===== config.mk =====
export PLATFORM = sky130hd
export DESIGN_NAME = audio_mono_dc_block_fade_in
export DESIGN_NICKNAME = d
export VERILOG_FILES = /design/src/design/amdc_pkg.sv /design/src/design/audio_mono_dc_block_fade_in.sv /design/src/design/amdc_front.sv /design/src/design/amdc_queue.sv /design/src/design/amdc_back.sv
export SDC_FILE = /design/constraint.sdc
export NUM_CORES = 1
export LEC_CHECK = 0
export BUFFER_PORTS_ARGS = -buffer_cell sky130_fd_sc_hd__buf_2
export CORE_MARGIN = 1.5
export CORE_UTILIZATION = 35
export CTS_CLUSTER_SIZE = 14
export DETAILED_ROUTE_END_ITERATION = 8
export PLACE_DENSITY = 0.59
export SLEW_MARGIN = 20
export SYNTH_ARGS = -nofsm -noshare
export SYNTH_HDL_FRONTEND = slang
export SYNTH_SLANG_ARGS = --single-unit

===== constraint.sdc =====
create_clock -name clk -period 10.3 [get_ports clk]
set_input_delay 0.515 -clock clk [delete_from_list [all_inputs] [get_ports clk]]
set_output_delay 0.515 -clock clk [all_outputs]
set_load 0.05 [all_outputs]

===== src/design/amdc_pkg.sv =====
// Shared types and constants for the mono DC-blocking high-pass with fade-in.
// Used by the front, queue, back and top-level modules; depends on nothing.
package amdc_pkg;

  // Default sizes, handed down as module parameters from the top level.
  localparam int FRAME_SAMPLES_DEFAULT = 160;
  localparam int RAMP_LEN_DEFAULT      = 320;
  localparam int QUEUE_DEPTH_DEFAULT   = 4;

  // Q15 near-unity used by the fade ramp, and the gain that leaves a sample
  // unchanged after the final shift by 15.
  localparam int          Q15_ONE    = 32767;
  localparam logic [15:0] UNITY_GAIN = 16'h8000;

  // Configuration register indexes and reset values.
  localparam logic REG_WARMUP_FRAMES = 1'b0;
  localparam logic REG_DC_SHIFT      = 1'b1;
  localparam logic [7:0] WARMUP_FRAMES_RESET = 8'd13;
  localparam logic [3:0] DC_SHIFT_RESET      = 4'd8;

  typedef enum logic [1:0] {
    OP_SAMPLE = 2'd0,
    OP_START  = 2'd1,
    OP_STOP   = 2'd2
  } op_t;

  // One classified request waiting between front and back.
  typedef struct packed {
    op_t         kind;
    logic [15:0] mono;
  } entry_t;

  typedef struct packed {
    logic [7:0] warmup_frames;
    logic [3:0] dc_shift;
  } cfg_t;

endpackage


===== src/design/audio_mono_dc_block_fade_in.sv =====
// Results pass the multiply-stage register, then the output register.
// Throughput: one request per cycle unless output stalls; state updates on pop.
// A four-entry queue and a two-register output path let each side stall on its own.
// Reset is synchronous and active high: session off, configuration back to
// 13 warm-up frames and a leak shift of 8, queue and output empty.
module audio_mono_dc_block_fade_in #(
  parameter int FRAME_SAMPLES = amdc_pkg::FRAME_SAMPLES_DEFAULT,
  parameter int RAMP_LEN      = amdc_pkg::RAMP_LEN_DEFAULT,
  parameter int QUEUE_DEPTH   = amdc_pkg::QUEUE_DEPTH_DEFAULT
) (
  input  logic        clk,
  input  logic        rst,
  input  logic        s_tvalid,
  output logic        s_tready,
  input  logic [31:0] s_tdata,   // left_sample [15:0], right_sample [31:16]
  input  logic [1:0]  s_tuser,   // op [1:0]
  output logic        m_tvalid,
  input  logic        m_tready,
  output logic [15:0] m_tdata,   // mono_out [15:0]
  output logic        m_tlast,   // frame_end
  input  logic        psel,
  input  logic        penable,
  input  logic        pwrite,
  input  logic [2:0]  paddr,
  input  logic [31:0] pwdata,
  output logic [31:0] prdata,
  output logic        pready
);

  amdc_pkg::cfg_t   cfg;
  amdc_pkg::entry_t push_entry;
  amdc_pkg::entry_t pop_entry;
  logic             push;
  logic             q_full;
  logic             q_valid;
  logic             q_pop;
  logic             cfg_write;

  assign pready    = 1'b1;
  assign cfg_write = psel && penable && pwrite && pready;

  always_ff @(posedge clk) begin
    if (rst) begin
      cfg.warmup_frames <= amdc_pkg::WARMUP_FRAMES_RESET;
      cfg.dc_shift      <= amdc_pkg::DC_SHIFT_RESET;
    end else if (cfg_write) begin
      case (paddr[2])
        amdc_pkg::REG_WARMUP_FRAMES: cfg.warmup_frames <= pwdata[7:0];
        amdc_pkg::REG_DC_SHIFT:      cfg.dc_shift      <= pwdata[3:0];
        default: begin
        end
      endcase
    end
  end

  always_comb begin
    case (paddr[2])
      amdc_pkg::REG_WARMUP_FRAMES: prdata = {24'd0, cfg.warmup_frames};
      amdc_pkg::REG_DC_SHIFT:      prdata = {28'd0, cfg.dc_shift};
      default:                     prdata = 32'd0;
    endcase
  end

  amdc_front u_front (
    .s_tvalid   (s_tvalid),
    .s_tready   (s_tready),
    .s_tdata    (s_tdata),
    .s_tuser    (s_tuser),
    .q_full     (q_full),
    .push       (push),
    .push_entry (push_entry)
  );

  amdc_queue #(
    .DEPTH (QUEUE_DEPTH)
  ) u_queue (
    .clk        (clk),
    .rst        (rst),
    .push       (push),
    .push_entry (push_entry),
    .full       (q_full),
    .pop        (q_pop),
    .pop_valid  (q_valid),
    .pop_entry  (pop_entry)
  );

  amdc_back #(
    .FRAME_SAMPLES (FRAME_SAMPLES),
    .RAMP_LEN      (RAMP_LEN)
  ) u_back (
    .clk      (clk),
    .rst      (rst),
    .cfg      (cfg),
    .q_valid  (q_valid),
    .q_entry  (pop_entry),
    .q_pop    (q_pop),
    .m_tvalid (m_tvalid),
    .m_tready (m_tready),
    .m_tdata  (m_tdata),
    .m_tlast  (m_tlast)
  );

endmodule


===== src/design/amdc_front.sv =====
// Front end: accepts stream requests, drops unknown opcodes and mixes the
// stereo pair to mono before queueing. Depends on amdc_pkg.
module amdc_front (
  input  logic                 s_tvalid,
  output logic                 s_tready,
  input  logic [31:0]          s_tdata,   // left_sample [15:0], right_sample [31:16]
  input  logic [1:0]           s_tuser,   // op [1:0]
  input  logic                 q_full,
  output logic                 push,
  output amdc_pkg::entry_t     push_entry
);

  logic [15:0] left_s;
  logic [15:0] right_s;
  logic [16:0] sum;
  logic [16:0] sum_rounded;
  logic        op_known;

  assign left_s  = s_tdata[15:0];
  assign right_s = s_tdata[31:16];

  // Adding the sign bit before the shift makes the halving round toward zero.
  assign sum         = {left_s[15], left_s} + {right_s[15], right_s};
  assign sum_rounded = sum + {16'd0, sum[16]};

  always_comb begin
    case (s_tuser)
      amdc_pkg::OP_SAMPLE,
      amdc_pkg::OP_START,
      amdc_pkg::OP_STOP: op_known = 1'b1;
      default:           op_known = 1'b0;
    endcase
  end

  assign s_tready        = !q_full;
  assign push            = s_tvalid && !q_full && op_known;
  assign push_entry.kind = amdc_pkg::op_t'(s_tuser);
  assign push_entry.mono = sum_rounded[16:1];

endmodule


===== src/design/amdc_queue.sv =====
// Short register queue that decouples the front end from the back end.
// Depends on amdc_pkg for the entry type.
module amdc_queue #(
  parameter int DEPTH = amdc_pkg::QUEUE_DEPTH_DEFAULT
) (
  input  logic             clk,
  input  logic             rst,
  input  logic             push,
  input  amdc_pkg::entry_t push_entry,
  output logic             full,
  input  logic             pop,
  output logic             pop_valid,
  output amdc_pkg::entry_t pop_entry
);

  localparam int PW = (DEPTH > 1) ? $clog2(DEPTH) : 1;
  localparam int CW = $clog2(DEPTH + 1);

  amdc_pkg::entry_t mem [DEPTH];
  logic [PW-1:0]    wr_ptr;
  logic [PW-1:0]    rd_ptr;
  logic [CW-1:0]    count;
  logic             do_pop;

  assign full      = (count == CW'(DEPTH));
  assign pop_valid = (count != '0);
  assign pop_entry = mem[rd_ptr];
  assign do_pop    = pop && pop_valid;

  always_ff @(posedge clk) begin
    if (push) begin
      mem[wr_ptr] <= push_entry;
    end
  end

  always_ff @(posedge clk) begin
    if (rst) begin
      wr_ptr <= '0;
      rd_ptr <= '0;
      count  <= '0;
    end else begin
      if (push) begin
        wr_ptr <= (wr_ptr == PW'(DEPTH - 1)) ? '0 : wr_ptr + PW'(1);
      end
      if (do_pop) begin
        rd_ptr <= (rd_ptr == PW'(DEPTH - 1)) ? '0 : rd_ptr + PW'(1);
      end
      case ({push, do_pop})
        2'b10:   count <= count + CW'(1);
        2'b01:   count <= count - CW'(1);
        default: count <= count;
      endcase
    end
  end

endmodule


===== src/design/amdc_back.sv =====
// Back end: session control, DC blocker, warm-up discard and fade-in ramp,
// followed by a multiply stage and the output register. Depends on amdc_pkg.
module amdc_back #(
  parameter int FRAME_SAMPLES = amdc_pkg::FRAME_SAMPLES_DEFAULT,
  parameter int RAMP_LEN      = amdc_pkg::RAMP_LEN_DEFAULT
) (
  input  logic             clk,
  input  logic             rst,
  input  amdc_pkg::cfg_t   cfg,
  input  logic             q_valid,
  input  amdc_pkg::entry_t q_entry,
  output logic             q_pop,
  output logic             m_tvalid,
  input  logic             m_tready,
  output logic [15:0]      m_tdata,   // mono_out [15:0]
  output logic             m_tlast    // frame_end
);

  localparam int FPW = $clog2(FRAME_SAMPLES + 1);
  localparam int FCW = $clog2(RAMP_LEN + 1);
  localparam int GRW = $clog2(RAMP_LEN + 1);
  localparam int GAIN_STEP_Q = amdc_pkg::Q15_ONE / RAMP_LEN;
  localparam int GAIN_STEP_R = amdc_pkg::Q15_ONE % RAMP_LEN;

  // Session and filter state.
  logic           running;
  logic [15:0]    dc_prev_in;
  logic [31:0]    dc_prev_out;
  logic [7:0]     warmup_left;
  logic [FPW-1:0] frame_pos;
  logic           fade_active;
  logic [FCW-1:0] fade_count;
  logic [15:0]    gain_q;
  logic [GRW-1:0] gain_r;

  // Multiply stage and output register.
  logic               s1_valid;
  logic signed [15:0] s1_v;
  logic [15:0]        s1_gain;
  logic               s1_last;
  logic signed [32:0] out_prod;

  logic           advance;
  logic           is_sample;
  logic           emit;
  logic [31:0]    x_ext;
  logic [31:0]    px_ext;
  logic [31:0]    leak;
  logic [31:0]    y;
  logic [15:0]    v_clip;
  logic           frame_last;
  logic [FCW-1:0] fade_count_next;
  logic [GRW:0]   gain_r_sum;
  logic           gain_wrap;
  logic [15:0]    gain_q_next;
  logic [GRW-1:0] gain_r_next;

  assign advance = !m_tvalid || m_tready;
  assign q_pop   = q_valid && advance;

  assign x_ext  = {{16{q_entry.mono[15]}}, q_entry.mono};
  assign px_ext = {{16{dc_prev_in[15]}}, dc_prev_in};
  assign leak   = $signed(dc_prev_out) >>> cfg.dc_shift;
  assign y      = x_ext - px_ext + dc_prev_out - leak;

  always_comb begin
    if ($signed(y) > 32'sd32767) begin
      v_clip = 16'h7fff;
    end else if ($signed(y) < -32'sd32768) begin
      v_clip = 16'h8000;
    end else begin
      v_clip = y[15:0];
    end
  end

  assign frame_last      = (frame_pos == FPW'(FRAME_SAMPLES - 1));
  assign is_sample       = (q_entry.kind == amdc_pkg::OP_SAMPLE) && running;
  assign emit            = is_sample && (warmup_left == '0);
  assign fade_count_next = fade_count + FCW'(1);

  // The ramp gain ((n+1)*32767)/RAMP_LEN is kept as quotient and
  // remainder and stepped by the constant 32767 once per faded sample.
  assign gain_r_sum  = {1'b0, gain_r} + (GRW + 1)'(GAIN_STEP_R);
  assign gain_wrap   = (gain_r_sum >= (GRW + 1)'(RAMP_LEN));
  assign gain_r_next = gain_wrap ? GRW'(gain_r_sum - (GRW + 1)'(RAMP_LEN))
                                 : GRW'(gain_r_sum);
  assign gain_q_next = gain_q + 16'(GAIN_STEP_Q) + {15'd0, gain_wrap};

  always_ff @(posedge clk) begin
    if (rst) begin
      running     <= 1'b0;
      dc_prev_in  <= '0;
      dc_prev_out <= '0;
      warmup_left <= '0;
      frame_pos   <= '0;
      fade_active <= 1'b0;
      fade_count  <= '0;
      gain_q      <= '0;
      gain_r      <= '0;
    end else if (q_pop) begin
      case (q_entry.kind)
        amdc_pkg::OP_START: begin
          if (!running) begin
            running     <= 1'b1;
            dc_prev_in  <= '0;
            dc_prev_out <= '0;
            warmup_left <= cfg.warmup_frames;
            frame_pos   <= '0;
            fade_active <= 1'b0;
            fade_count  <= '0;
          end
        end
        amdc_pkg::OP_STOP: begin
          if (running) begin
            running     <= 1'b0;
            dc_prev_in  <= '0;
            dc_prev_out <= '0;
            warmup_left <= '0;
            frame_pos   <= '0;
            fade_active <= 1'b0;
            fade_count  <= '0;
          end
        end
        amdc_pkg::OP_SAMPLE: begin
          if (running) begin
            dc_prev_in  <= q_entry.mono;
            dc_prev_out <= y;
            frame_pos   <= frame_last ? '0 : frame_pos + FPW'(1);
            if (warmup_left != '0) begin
              if (frame_last) begin
                warmup_left <= warmup_left - 8'd1;
                if (warmup_left == 8'd1) begin
                  fade_active <= 1'b1;
                  fade_count  <= '0;
                  gain_q      <= 16'(GAIN_STEP_Q);
                  gain_r      <= GRW'(GAIN_STEP_R);
                end
              end
            end else if (fade_active) begin
              fade_count <= fade_count_next;
              gain_q     <= gain_q_next;
              gain_r     <= gain_r_next;
              if (fade_count_next == FCW'(RAMP_LEN)) begin
                fade_active <= 1'b0;
              end
            end
          end
        end
        default: begin
        end
      endcase
    end
  end

  always_ff @(posedge clk) begin
    if (rst) begin
      s1_valid <= 1'b0;
      m_tvalid <= 1'b0;
    end else if (advance) begin
      s1_valid <= q_pop && emit;
      m_tvalid <= s1_valid;
    end
  end

  always_ff @(posedge clk) begin
    if (advance) begin
      s1_v     <= $signed(v_clip);
      s1_gain  <= fade_active ? gain_q : amdc_pkg::UNITY_GAIN;
      s1_last  <= frame_last;
      out_prod <= 33'(s1_v) * 33'($signed({1'b0, s1_gain}));
      m_tlast  <= s1_last;
    end
  end

  // The gain never exceeds 2^15, so the shifted product always fits 16 bits.
  assign m_tdata = out_prod[30:15];

endmodule


## Word level (Yosys, flattened, before mapping)

Memories as Yosys holds them, arrays and structs flattened. A register that Yosys moved wholly into a read port is not among the register bits.
Cells that the tools add are included.

| word-level totals | value |
|---|---|
| register bits after elaboration | 186 |
| memory bits (writable) | 72 |
| input port bits | 76 |
| output and inout bits | 52 |
| logic and storage cells | 151 |
| memories | 1 |

| cells by class | value |
|---|---|
| $add $sub $neg | 16 |
| multipliers | 1 |
| $lt $le $gt $ge | 3 |
| eq/ne operators | 22 |
| shifts and indexed selects | 1 |
| muxes and demuxes | 55 |
| bitwise operators | 1 |
| reductions and logical operators | 30 |

Memory list:

| name | depth | width | read ports | clocked after Yosys merged registers in | wr ports | line | RTL |
|---|---|---|---|---|---|---|---|
| u_queue.mem | 4 | 18 | 1 | 1 | 1 | amdc_queue.sv:19 | `amdc_pkg::entry_t mem [DEPTH];` |

Operators with widths:

| cell | number |
|---|---|
| $mux 16 | 8 |
| $mux 9 | 12 |
| $mux 32 | 3 |
| $pmux 32 s3 | 1 |
| $mux 8 | 8 |
| $pmux 32 s2 | 1 |
| $pmux 16 s3 | 1 |
| $pmux 8 s3 | 2 |
| $add 32x32->32 | 1 |
| $gt 32x16->1 const B | 1 |
| $lt 32x16->1 const B | 1 |
| $sshr 32x4->32 | 1 |
| $sub 32x32->32 | 1 |
| $mul 16x17->31 | 1 |
| $pmux 9 s3 | 1 |
| $add 16x16->17 | 1 |
| $add 17x1->17 | 1 |
| $sub 16x16->17 | 1 |
| $add 16x1->16 | 1 |
| $add 16x7->16 const B | 1 |
| $reduce_and 7->1 | 2 |
| $mux 1 | 11 |
| $add 9x7->10 const B | 1 |
| $eq 2x2->1 const B | 5 |
| other kinds (35) | 62 |

## Longest topological paths before layout

Gate-level depths: netlist of run 1.

| logic depth | value |
|---|---|
| word-level depth | 7 |
| mapped depth | 30 |
| mapped depth without buffers | 26 |

## Modules after synthesis

A second synthesis of run 1 with hierarchy kept.

| unflattened totals | value |
|---|---|
| cells, all modules | 2599 |
| area, all modules | 24238.2 um^2 |

By module, submodules not included:

| module | times used | cells each | area an instance (um^2) | seq. area each (um^2) |
|---|---|---|---|---|
| amdc_back | 1 | 2198 | 19117.1 | 3543.4 |
| amdc_queue | 1 | 143 | 3099.2 | 2342.2 |
| amdc_front | 1 | 170 | 1211.2 | 0.0 |
| audio_mono_dc_block_fade_in | 1 | 88 | 810.8 | 240.2 |

## Least setup slack after synthesis of run 1

OpenSTA, ideal clock, no wires.

| timing | value |
|---|---|
| path kind | reg2reg |
| start | register (tool-made name) |
| end | register u_back.s1_v[4], data pin |
| library setup time | 145 ps |
| arrival | 6942 ps |
| data required time | 10155 ps |
| path slack | 3213 ps |
| cell stages (with the launch flop) | 26 |
| buffers on the path | 3 |
| clock period less this slack | 7087 ps |
| cells stage by stage | dfxtp_1 clkbuf_1 clkbuf_1 mux4_2 inv_1 ha_1 fa_1 o21ai_0 a31oi_1 o21ai_0 o311a_1 o21a_1 fa_1 inv_1 ha_1 a21o_1 o21bai_1 or2_1 a211oi_2 a21oi_2 o311a_1 nor2_1 nand4_1 o41a_1 buf_6 o21ai_1 |

RTL lines:

| what | line | RTL |
|---|---|---|
| end signal, assigned | amdc_back.sv:167 | `s1_v <= $signed(v_clip);` |
| end, declared | amdc_back.sv:38 | `logic signed [15:0] s1_v;` |

==> results of run 1 <==
-- kinds of logic after synthesis --
kind of cell | count (synthesis) | synth area share
AND/OR/NAND/NOR | 816 | 0.161
AO/OA/AOI/OAI | 425 | 0.112
buffers and inverters | 506 | 0.0848
multiplexers | 74 | 0.0528
other | 2 | 0.000313
XOR/XNOR | 113 | 0.0413
adder cells (fa/ha/maj) | 424 | 0.292
flip-flops | 245 | 0.256
-- registers in the layout (all words and copies together) (netlist names), named ones only --
signal and count:
u_back.fade_active 1, u_queue.count 3, u_queue.rd_ptr 2, u_back.out_prod 16, u_back.gain_q 16, u_back.s1_valid 1, u_back.m_tlast 1, u_back.frame_pos 8
cfg 12, u_queue.wr_ptr 2, u_back.fade_count 9, u_back.s1_v 16, u_back.warmup_left 8, u_back.dc_prev_out 32, u_back.m_tvalid 1, u_back.gain_r 9
u_queue.mem 72, u_back.dc_prev_in 16, u_back.s1_last 1, u_back.running 1, u_back.s1_gain 16
-- through the flow --
stage / util / setup WS (ns)
after floorplan: - / 3.21
after global placement: 0.371 / 2.41
after detailed placement: 0.371 / 2.36
after CTS: 0.386 / 2.33
after global routing: 0.386 / 1.86
final: 0.386 / 2.65
-- area by class of cell --
class,instances,area share
clock buffer,35,0.0299
multi-input combinational,1877,0.610
clock inverter,19,0.0100
timing repair buffer,90,0.0187
inverter,377,0.0543
sequential,245,0.235
tap,873,0.0419
antenna,1,0.0000960
-- per-layer routing --
metal / wire, um / share of wire
met1: 26100 / 0.46
met2: 26500 / 0.47
met3: 2730 / 0.048
met4: 1140 / 0.020
met5: 0 / 0
-- critical path, delay by kind of cell, from the launching register on --
kind / cells / cell delay (ns)
xor gates and xnor gates: 2 / 0.60
AOI/OAI and AO/OA: 15 / 3.91
DFF: 1 / 0.69
buffers and inverters: 2 / 0.42
and+or+nand+nor: 1 / 0.09
muxes: 1 / 0.57
adders and majority gates: 3 / 1.08
-- final timing paths --
check | from | end | slack (ns)
worst max-delay path | flip-flop | u_back.s1_v[14] | 2.65
worst min-delay path | pwdata[0] | cfg[4] | 0.15
worst max register to register | flip-flop | u_back.s1_v[14] | 2.65
worst min register to register | u_back.dc_prev_in[14] | u_back.dc_prev_in[14] | 0.45
-- cells in the final DEF, fill, tap and decap left out, types with 75 or more instances in the layout --
cell and count:
and2_1 117, a21oi_1 148, buf_2 75, nand2_1 300
ha_1 196, o21ai_0 79, inv_1 373, nor2_1 182
dfxtp_1 121, fa_1 227, edfxtp_1 122
==> impl_metrics.py, run 1 <==
metrics = {
    "yosys": {
        "synth_commonest_cells": "374 x inv_1, 300 x nand2_1, 227 x fa_1",
        "async_reset_ff_frac": 0,
        "ys_types": 91,
        "synthTopCellsByArea": "fa_1 19%, edfxtp_1 15%, ha_1 10%",
        "synth_cells": 2605,
        "ys_ff_latch": 245,
        "ys.warnings.count": 0,
        "synth.most_common_cell": "inv_1",
        "synth-edff-count": 122,
        "synthFlopType": "dfxtp_1",
        "ys_seq_area_frac": 0.256,
        "synth_top_area_frac": 0.190,
        "synth_area_leader_cell": "fa_1",
        "avgSynthCellArea_um2": 9.20,
        "syn_area_um2": 24000,
    },
    "layout": {
        "seqCellArea_um2": 6130,
        "drive_above_1_share": 0.0855,
        "syn_to_final_growth_pct": 8.78,
        "instances_no_fill": 3517,
        "nNetsFinal": 3120,
        "n_fill_cell": 6860,
        "postLayoutCellArea_um2": 26100,
        "multi_input_area_um2": 15900,
    },
    "setup_path": {
        "path_cells": "buf_4 -> mux4_2 -> ha_1 -> a21oi_1 -> o21ai_0 -> a31oi_1 -> o21ai_0 -> o21ai_0 -> nand2_1 -> a31oi_1 -> xor2_1 -> fa_1 -> inv_1 -> ha_1 -> a21oi_1 -> o21ai_2 -> a31o_2 -> a221oi_1 -> o21ai_0 -> a221oi_1 -> o21ai_0 -> xor2_1 -> o41a_1 -> o21ai_0",
        "worst-path-max-fanout": 15,
        "r2r_cells": 24,
        "end_kind": "flip-flop",
        "max_stage_delay_ns": 0.69,
        "crit_required_ns": 10.60,
        "worst_path_most_repeated_cell": "o21ai_0",
        "start_kind": "flip-flop",
        "worstPathArrival_ns": 7.95,
        "worstSetupPathType": "flip-flop to flip-flop",
        "slowest_stage": "dfxtp_1",
    },
    "clock_network": {
        "postCtsSetupRepairBufs": 0,
        "cts-root-buf": "clkbuf_16",
        "cts.clk_slew.worst_paths_ns": 0.07,
        "cts-htree-levels": 1,
        "cts_max_path_buffers": 3,
        "cts_tree": "yes",
        "cts_resized": 0,
        "ctsHoldBuffers": 0,
        "clk_latency_ns": 0.59,
        "clock-sinks": 245,
        "numCtsBuffers": 29,
    },
    "floorplanning": {
        "dieArea_um2": 70100,
        "core_area_um2": 67500,
        "core.rowCount": 95,
        "fp.dieH_um": 265,
        "num_io_pins": 128,
        "die_x_um": 265,
        "initial_utilization": 0.355,
    },
    "timing": {
        "finalMaxSlewViolations": 0,
        "max_slew.worst_pin.slew_ns": 0.990,
        "fmax_mhz": 131,
        "setup_viol": 0,
        "fin_skew_ns": 0.0184,
        "relSlewSlack": 0.340,
        "hold_viol": 0,
        "fin_crit_ns": 7.65,
        "rsz0062_at_grt": "false",
        "fin_crit_sh": 0.743,
        "hold_ws_ns": 0.148,
        "fin_setup_tns_ns": 0,
    },
    "global_route": {
        "grt_first_pass_wirelength_mm": 93.3,
        "antenna_found_initial": 1,
        "grt_pass1_vias": 17600,
        "grt_util_met2": 0.274,
        "gr-usage-all-layers": 0.164,
        "gr-total-overflow": 0,
        "grtUsageMet1": 0.228,
        "grt_use_met3": 0.0184,
        "grt_max_degree": 56,
        "busiest_layer": "met2",
    },
    "detailed_routing": {
        "routed_wl_mm": 56.4,
        "dr.pass1.iters": 5,
        "post_drt_via_cell_ratio": 5.06,
        "drt-wirelength-per-cell_um": 16.0,
        "drt.antenna.violating_nets": 0,
        "remaining_drc_errors": 0,
        "num_vias": 17800,
        "first_iter_violations": 1191,
    },
    "run_status": {
        "status": "finished clean",
    },
    "place": {
        "portBuffers": 76,
        "placed_area_um2": 25000,
        "routabilityCongestion": 0.896,
        "hpwl_mm": 42.0,
        "place_inst": 3462,
    },
    "min_path": {
        "holdPathStages": 2,
        "hold_path_class": "primary input to flip-flop",
    },
    "run": {
        "maxCapViolations": 0,
    },
}
Power of run 1 is not shown: default switching activity piles up to over one toggle a cycle in this logic, so the estimate is an artifact.
==> run 2, diff against run 1 <==
Clock period 10.3 ns to 7.96 ns, I/O delays scaled along.
==> run 2 against run 1 <==
Sequential share of layout area is 0.091 points lower. Clock-buffer cell count is 1 lower. Highest routed layer unchanged. First-iteration DRC count is 5.2% higher. Routed wire length is 0.78% higher. Cell count is 0.48% higher. Critical endpoint is now u_back.out_prod[28].
==> impl_metrics.py, run 2 (synthesis gave the netlist of run 1 again) <==
metrics = {
    "run_status": {
        "status": "finished clean",
    },
    "layout": {
        "nNetsFinal": 3138,
        "syn_to_final_growth_pct": 9.20,
        "multi_input_area_um2": 15900,
        "largest_register_ffs": 72,
        "postLayoutCoreUtil": 0.388,
        "top_register": "u_queue.mem",
        "top_regs": "u_queue.mem (72), u_back.dc_prev_out (32)",
        "antennaDiodeCount": 0,
        "final_common_cell": "inv_1",
        "drive_above_1_share": 0.0917,
        "final_cell_mix": "373 x inv_1, 300 x nand2_1, 227 x fa_1, 196 x ha_1, 182 x nor2_1",
        "seqCellArea_um2": 6130,
        "n_fill_cell": 6837,
    },
    "detailed_routing": {
        "remaining_drc_errors": 0,
        "routed_wl_mm": 56.9,
        "wl_met2_mm": 26.3,
        "drt-wirelength-per-cell_um": 16.1,
        "num_vias": 17800,
        "wl_met3_mm": 2.57,
        "drt.antenna.violating_nets": 0,
        "post_drt_via_cell_ratio": 5.05,
        "first_iter_violations": 1253,
        "dr.pass1.iters": 5,
        "wl_met1_mm": 26.6,
        "top_layer_used": "met4",
    },
    "setup_path": {
        "crit_required_ns": 8.30,
        "cp_top_family": "adder cells",
        "r2r_slack_ns": 0.61,
        "start_kind": "flip-flop",
        "path_cells": "nand2_1 -> fa_1 -> inv_1 -> fa_1 -> inv_1 -> fa_1 -> fa_1 -> fa_1 -> inv_1 -> fa_1 -> ha_1 -> a21o_1 -> a211oi_1 -> o211ai_1 -> o211ai_1 -> a211oi_1 -> o2111ai_1 -> a21oi_1 -> a2111o_1 -> a21oi_1 -> xnor2_1",
        "worstPathArrival_ns": 7.69,
        "cp-startpoint": "u_back.s1_v[6]",
        "slowest_stage": "edfxtp_1",
        "r2r-start": "u_back.s1_v[6]",
        "worst-path-max-fanout": 16,
        "worstSetupPathType": "flip-flop to flip-flop",
        "crit_path_end": "u_back.out_prod[28]",
        "cp.depth": 21,
        "cp_num_buf_inv": 3,
        "r2r_cells": 21,
        "rr_endpoint": "u_back.out_prod[28]",
        "max_stage_delay_ns": 0.86,
        "worst_path_most_repeated_cell": "fa_1",
        "end_kind": "flip-flop",
    },
    "timing": {
        "fin_setup_tns_ns": 0,
        "fmax_mhz": 136,
        "relSlewSlack": 0.277,
        "setup_viol": 0,
        "rsz0062_at_grt": "false",
        "fin_crit_sh": 0.924,
        "hold_viol": 0,
        "fin_crit_ns": 7.35,
        "hold_ws_ns": 0.0410,
        "fin_skew_ns": 0.0141,
        "finalMaxSlewViolations": 0,
        "max_slew.worst_pin.slew_ns": 1.08,
    },
    "min_path": {
        "hold_path_class": "primary input to flip-flop",
    },
    "floorplanning": {
        "initial_utilization": 0.355,
        "core_area_um2": 67500,
        "die_x_um": 265,
        "fp.dieH_um": 265,
        "dieArea_um2": 70100,
        "num_io_pins": 128,
        "core.rowCount": 95,
    },
    "place": {
        "hpwl_mm": 43.4,
        "routabilityCongestion": 0.885,
        "portBuffers": 76,
    },
    "clock_network": {
        "postCtsSetupRepairBufs": 0,
        "cts-htree-levels": 1,
        "cts_tree": "yes",
        "cts_max_path_buffers": 3,
        "clk_latency_ns": 0.59,
        "cts.clk_slew.worst_paths_ns": 0.07,
        "numCtsBuffers": 29,
        "ctsHoldBuffers": 0,
        "cts_resized": 0,
        "clock-sinks": 245,
        "cts-root-buf": "clkbuf_16",
    },
    "run": {
        "maxCapViolations": 0,
    },
    "global_route": {
        "grt_pass1_vias": 17800,
        "grt_first_pass_wirelength_mm": 92.8,
        "grt_max_degree": 59,
        "gr-total-overflow": 0,
        "gr-usage-all-layers": 0.164,
        "antenna_found_initial": 0,
    },
}
## run 2: metrics by stage
stage | setup slack [ns] | area (um2) | instances
2_1_floorplan | 0.873 | 24100 | 2628
3_3_place_gp | 0.659 | 25200 | 3480
3_5_place_dp | 0.623 | 25200 | 3480
4_1_cts | 0.619 | 26200 | 3534
5_1_grt | 0.215 | 26200 | 3534
6_report | 0.606 | 26200 | 3534
## run 2: per-layer routing
metal / global-route usage / up-vias
li1: - / 8669
met1: 0.224 / 8742
met2: 0.271 / 353
met3: 0.0256 / 83
met4: 0.0397 / 0
met5: 0 / -
## run 2: worst min-delay path by stage
stage,start,end,slack (ns),cells past startpoint
floorplan,u_back.s1_last,u_back.m_tlast,0.40,0
CTS,pwdata[4],cfg[8],0.02,3
detailed placement,u_back.dc_prev_in[8],u_back.dc_prev_in[8],0.44,2
global placement,u_back.dc_prev_in[12],u_back.dc_prev_in[12],0.44,2
finish,pwdata[4],cfg[8],0.04,3
global route,pwdata[7],cfg[11],0.07,3
## run 2: area by class of cell
| class | count | area share |
|---|---|---|
| clock inverter | 20 | 0.00918 |
| timing repair buffer | 108 | 0.0238 |
| multi-input combinational | 1877 | 0.607 |
| inverter | 377 | 0.0541 |
| sequential | 245 | 0.234 |
| tap | 873 | 0.0417 |
| clock buffer | 34 | 0.0296 |
## run 2: tightest hold or removal path, cell delays in order
cell and delay (ns):
buf_2 0.07, mux2i_1 0.06, nor2_1 0.07
Power of run 2 is left out for the same reason.
==> run 3, diff against run 2 <==
Settings changed: GPL_TIMING_DRIVEN set to 0.
==> run 3 against run 2 <==
Via count up 3.1%. Worst setup slack worse by 0.16 ns. Critical path depth up 1. Global-route usage up 1.5 points. Cell count up 2.8%. Cell area up 1.5%. Routed wire length up 9.4%. Maximum frequency down 2.1%. Sequential share of layout area down 0.35 points. Core utilization up 0.58 points. Hold slack better by 0.0036 ns. Critical endpoint unchanged. Largest cell class unchanged.
==> impl_metrics.py, run 3 (synthesis gave the netlist of run 1 again) <==
metrics = {
    "timing": {
        "fin_crit_ns": 7.51,
        "fin_setup_tns_ns": 0,
        "fin_skew_ns": 0.0102,
        "setup_viol": 0,
        "hold_ws_ns": 0.0446,
        "fin_crit_sh": 0.944,
        "fmax_mhz": 133,
        "relSlewSlack": 0.358,
        "rsz0062_at_grt": "false",
        "max_slew.worst_pin.slew_ns": 0.962,
        "hold_viol": 0,
        "finalMaxSlewViolations": 0,
    },
    "global_route": {
        "gr-total-overflow": 0,
        "grt_max_degree": 51,
        "grt_first_pass_wirelength_mm": 99.9,
        "gr-usage-all-layers": 0.179,
        "antenna_found_initial": 3,
        "grt_pass1_vias": 18300,
    },
    "detailed_routing": {
        "post_drt_via_cell_ratio": 5.06,
        "drt-wirelength-per-cell_um": 17.1,
        "routed_wl_mm": 62.2,
        "dr.pass1.iters": 5,
        "first_iter_violations": 1440,
        "drt.antenna.violating_nets": 0,
        "num_vias": 18400,
        "remaining_drc_errors": 0,
    },
    "min_path": {
        "hp-start": "pwdata[2]",
        "hold_path_class": "primary input to flip-flop",
        "holdPathStages": 2,
        "holdPathEnd": "cfg[6]",
    },
    "run": {
        "maxCapViolations": 0,
    },
    "run_status": {
        "status": "finished clean",
    },
    "layout": {
        "top_regs": "u_queue.mem (72), u_back.dc_prev_out (32)",
        "seqCellArea_um2": 6130,
        "syn_to_final_growth_pct": 10.8,
        "final_cell_mix": "373 x inv_1, 300 x nand2_1, 227 x fa_1, 197 x ha_1, 183 x nor2_1",
        "drive_above_1_share": 0.0926,
        "multi_input_area_um2": 15900,
        "instances_no_fill": 3633,
        "n_fill_cell": 6865,
        "nNetsFinal": 3232,
        "top_register": "u_queue.mem",
        "largest_register_ffs": 72,
        "final_common_cell": "inv_1",
        "postLayoutCellArea_um2": 26600,
    },
    "setup_path": {
        "r2r_cells": 22,
        "end_kind": "flip-flop",
        "rr_endpoint": "u_back.out_prod[28]",
        "r2r-start": "u_back.s1_gain[12]",
        "cp_num_buf_inv": 4,
        "slowest_stage": "edfxtp_1",
        "crit_required_ns": 8.30,
        "max_stage_delay_ns": 0.60,
        "worst-path-max-fanout": 10,
        "start_kind": "flip-flop",
        "r2r_slack_ns": 0.45,
        "worstPathArrival_ns": 7.85,
        "worst_path_most_repeated_cell": "fa_1",
        "worstSetupPathType": "flip-flop to flip-flop",
        "cp_top_family": "adder cells",
        "path_cells": "clkbuf_1 -> nand2_1 -> fa_1 -> inv_1 -> fa_1 -> inv_1 -> fa_1 -> fa_1 -> fa_1 -> inv_1 -> fa_1 -> ha_1 -> a21o_1 -> a211oi_1 -> o211ai_1 -> o211ai_1 -> a211oi_1 -> o2111ai_1 -> a21oi_1 -> a2111o_1 -> a21oi_1 -> xnor2_1",
    },
    "clock_network": {
        "cts-htree-levels": 1,
        "postCtsSetupRepairBufs": 0,
        "cts-root-buf": "clkbuf_16",
        "cts_max_path_buffers": 3,
        "numCtsBuffers": 29,
        "cts.clk_slew.worst_paths_ns": 0.06,
        "clock-sinks": 245,
        "cts_tree": "yes",
        "clk_latency_ns": 0.59,
    },
    "floorplanning": {
        "core.rowCount": 95,
        "dieArea_um2": 70100,
        "fp.dieH_um": 265,
        "core_area_um2": 67500,
        "num_io_pins": 128,
        "initial_utilization": 0.355,
        "die_x_um": 265,
    },
    "place": {
        "hpwl_mm": 49.7,
        "portBuffers": 74,
        "routabilityCongestion": 0.942,
        "place_inst": 3576,
        "placed_area_um2": 25500,
    },
}
-- run 3: stage by stage --
stage	worst slack, ns	util
finish	0.448	0.393
global placement	-1.05	0.378
detailed placement	-1.07	0.378
floorplan	0.873	-
global route	0.00377	0.393
CTS	0.0734	0.393
-- run 3: worst max path at each step --
stage	start	to	slack, ns	depth (start not counted)
after floorplan	flip-flop	u_back.s1_v[4]	0.87	25
after global placement	flip-flop	u_back.s1_v[5]	-1.05	24
after detailed placement	flip-flop	u_back.s1_v[7]	-1.07	24
after CTS	flip-flop	u_back.s1_v[7]	0.07	27
after global routing	u_back.s1_gain[12]	u_back.out_prod[28]	0.004	22
final	u_back.s1_gain[12]	u_back.out_prod[28]	0.45	22
-- run 3: layout make-up --
cell class                 instances  area share
clock inverter                    18     0.00650
sequential                       245       0.231
antenna                            5    0.000471
tap                              873      0.0411
buffer                           127      0.0236
inverter                         377      0.0534
multi-input combinational       1877       0.599
timing repair buffer              75      0.0150
clock buffer                      36      0.0299
-- run 3: layer usage --
layer / track usage / wire length [um] / part of all wire / up-vias
li1: - / - / - / 8873
met1: 0.245 / 27900 / 0.45 / 8917
met2: 0.297 / 28900 / 0.47 / 512
met3: 0.0275 / 3880 / 0.062 / 91
met4: 0.0428 / 1490 / 0.024 / 0
met5: 0 / 0 / 0 / -
-- run 3: timing repair --
action / 4_1_cts / 5_1_grt
hold buffers: 0 / 0
gates resized for setup: 5 / 25
pin swaps: 0 / 0
endpoints found under the setup margin: 18 / 21
Power of run 3 is left out for the same reason.
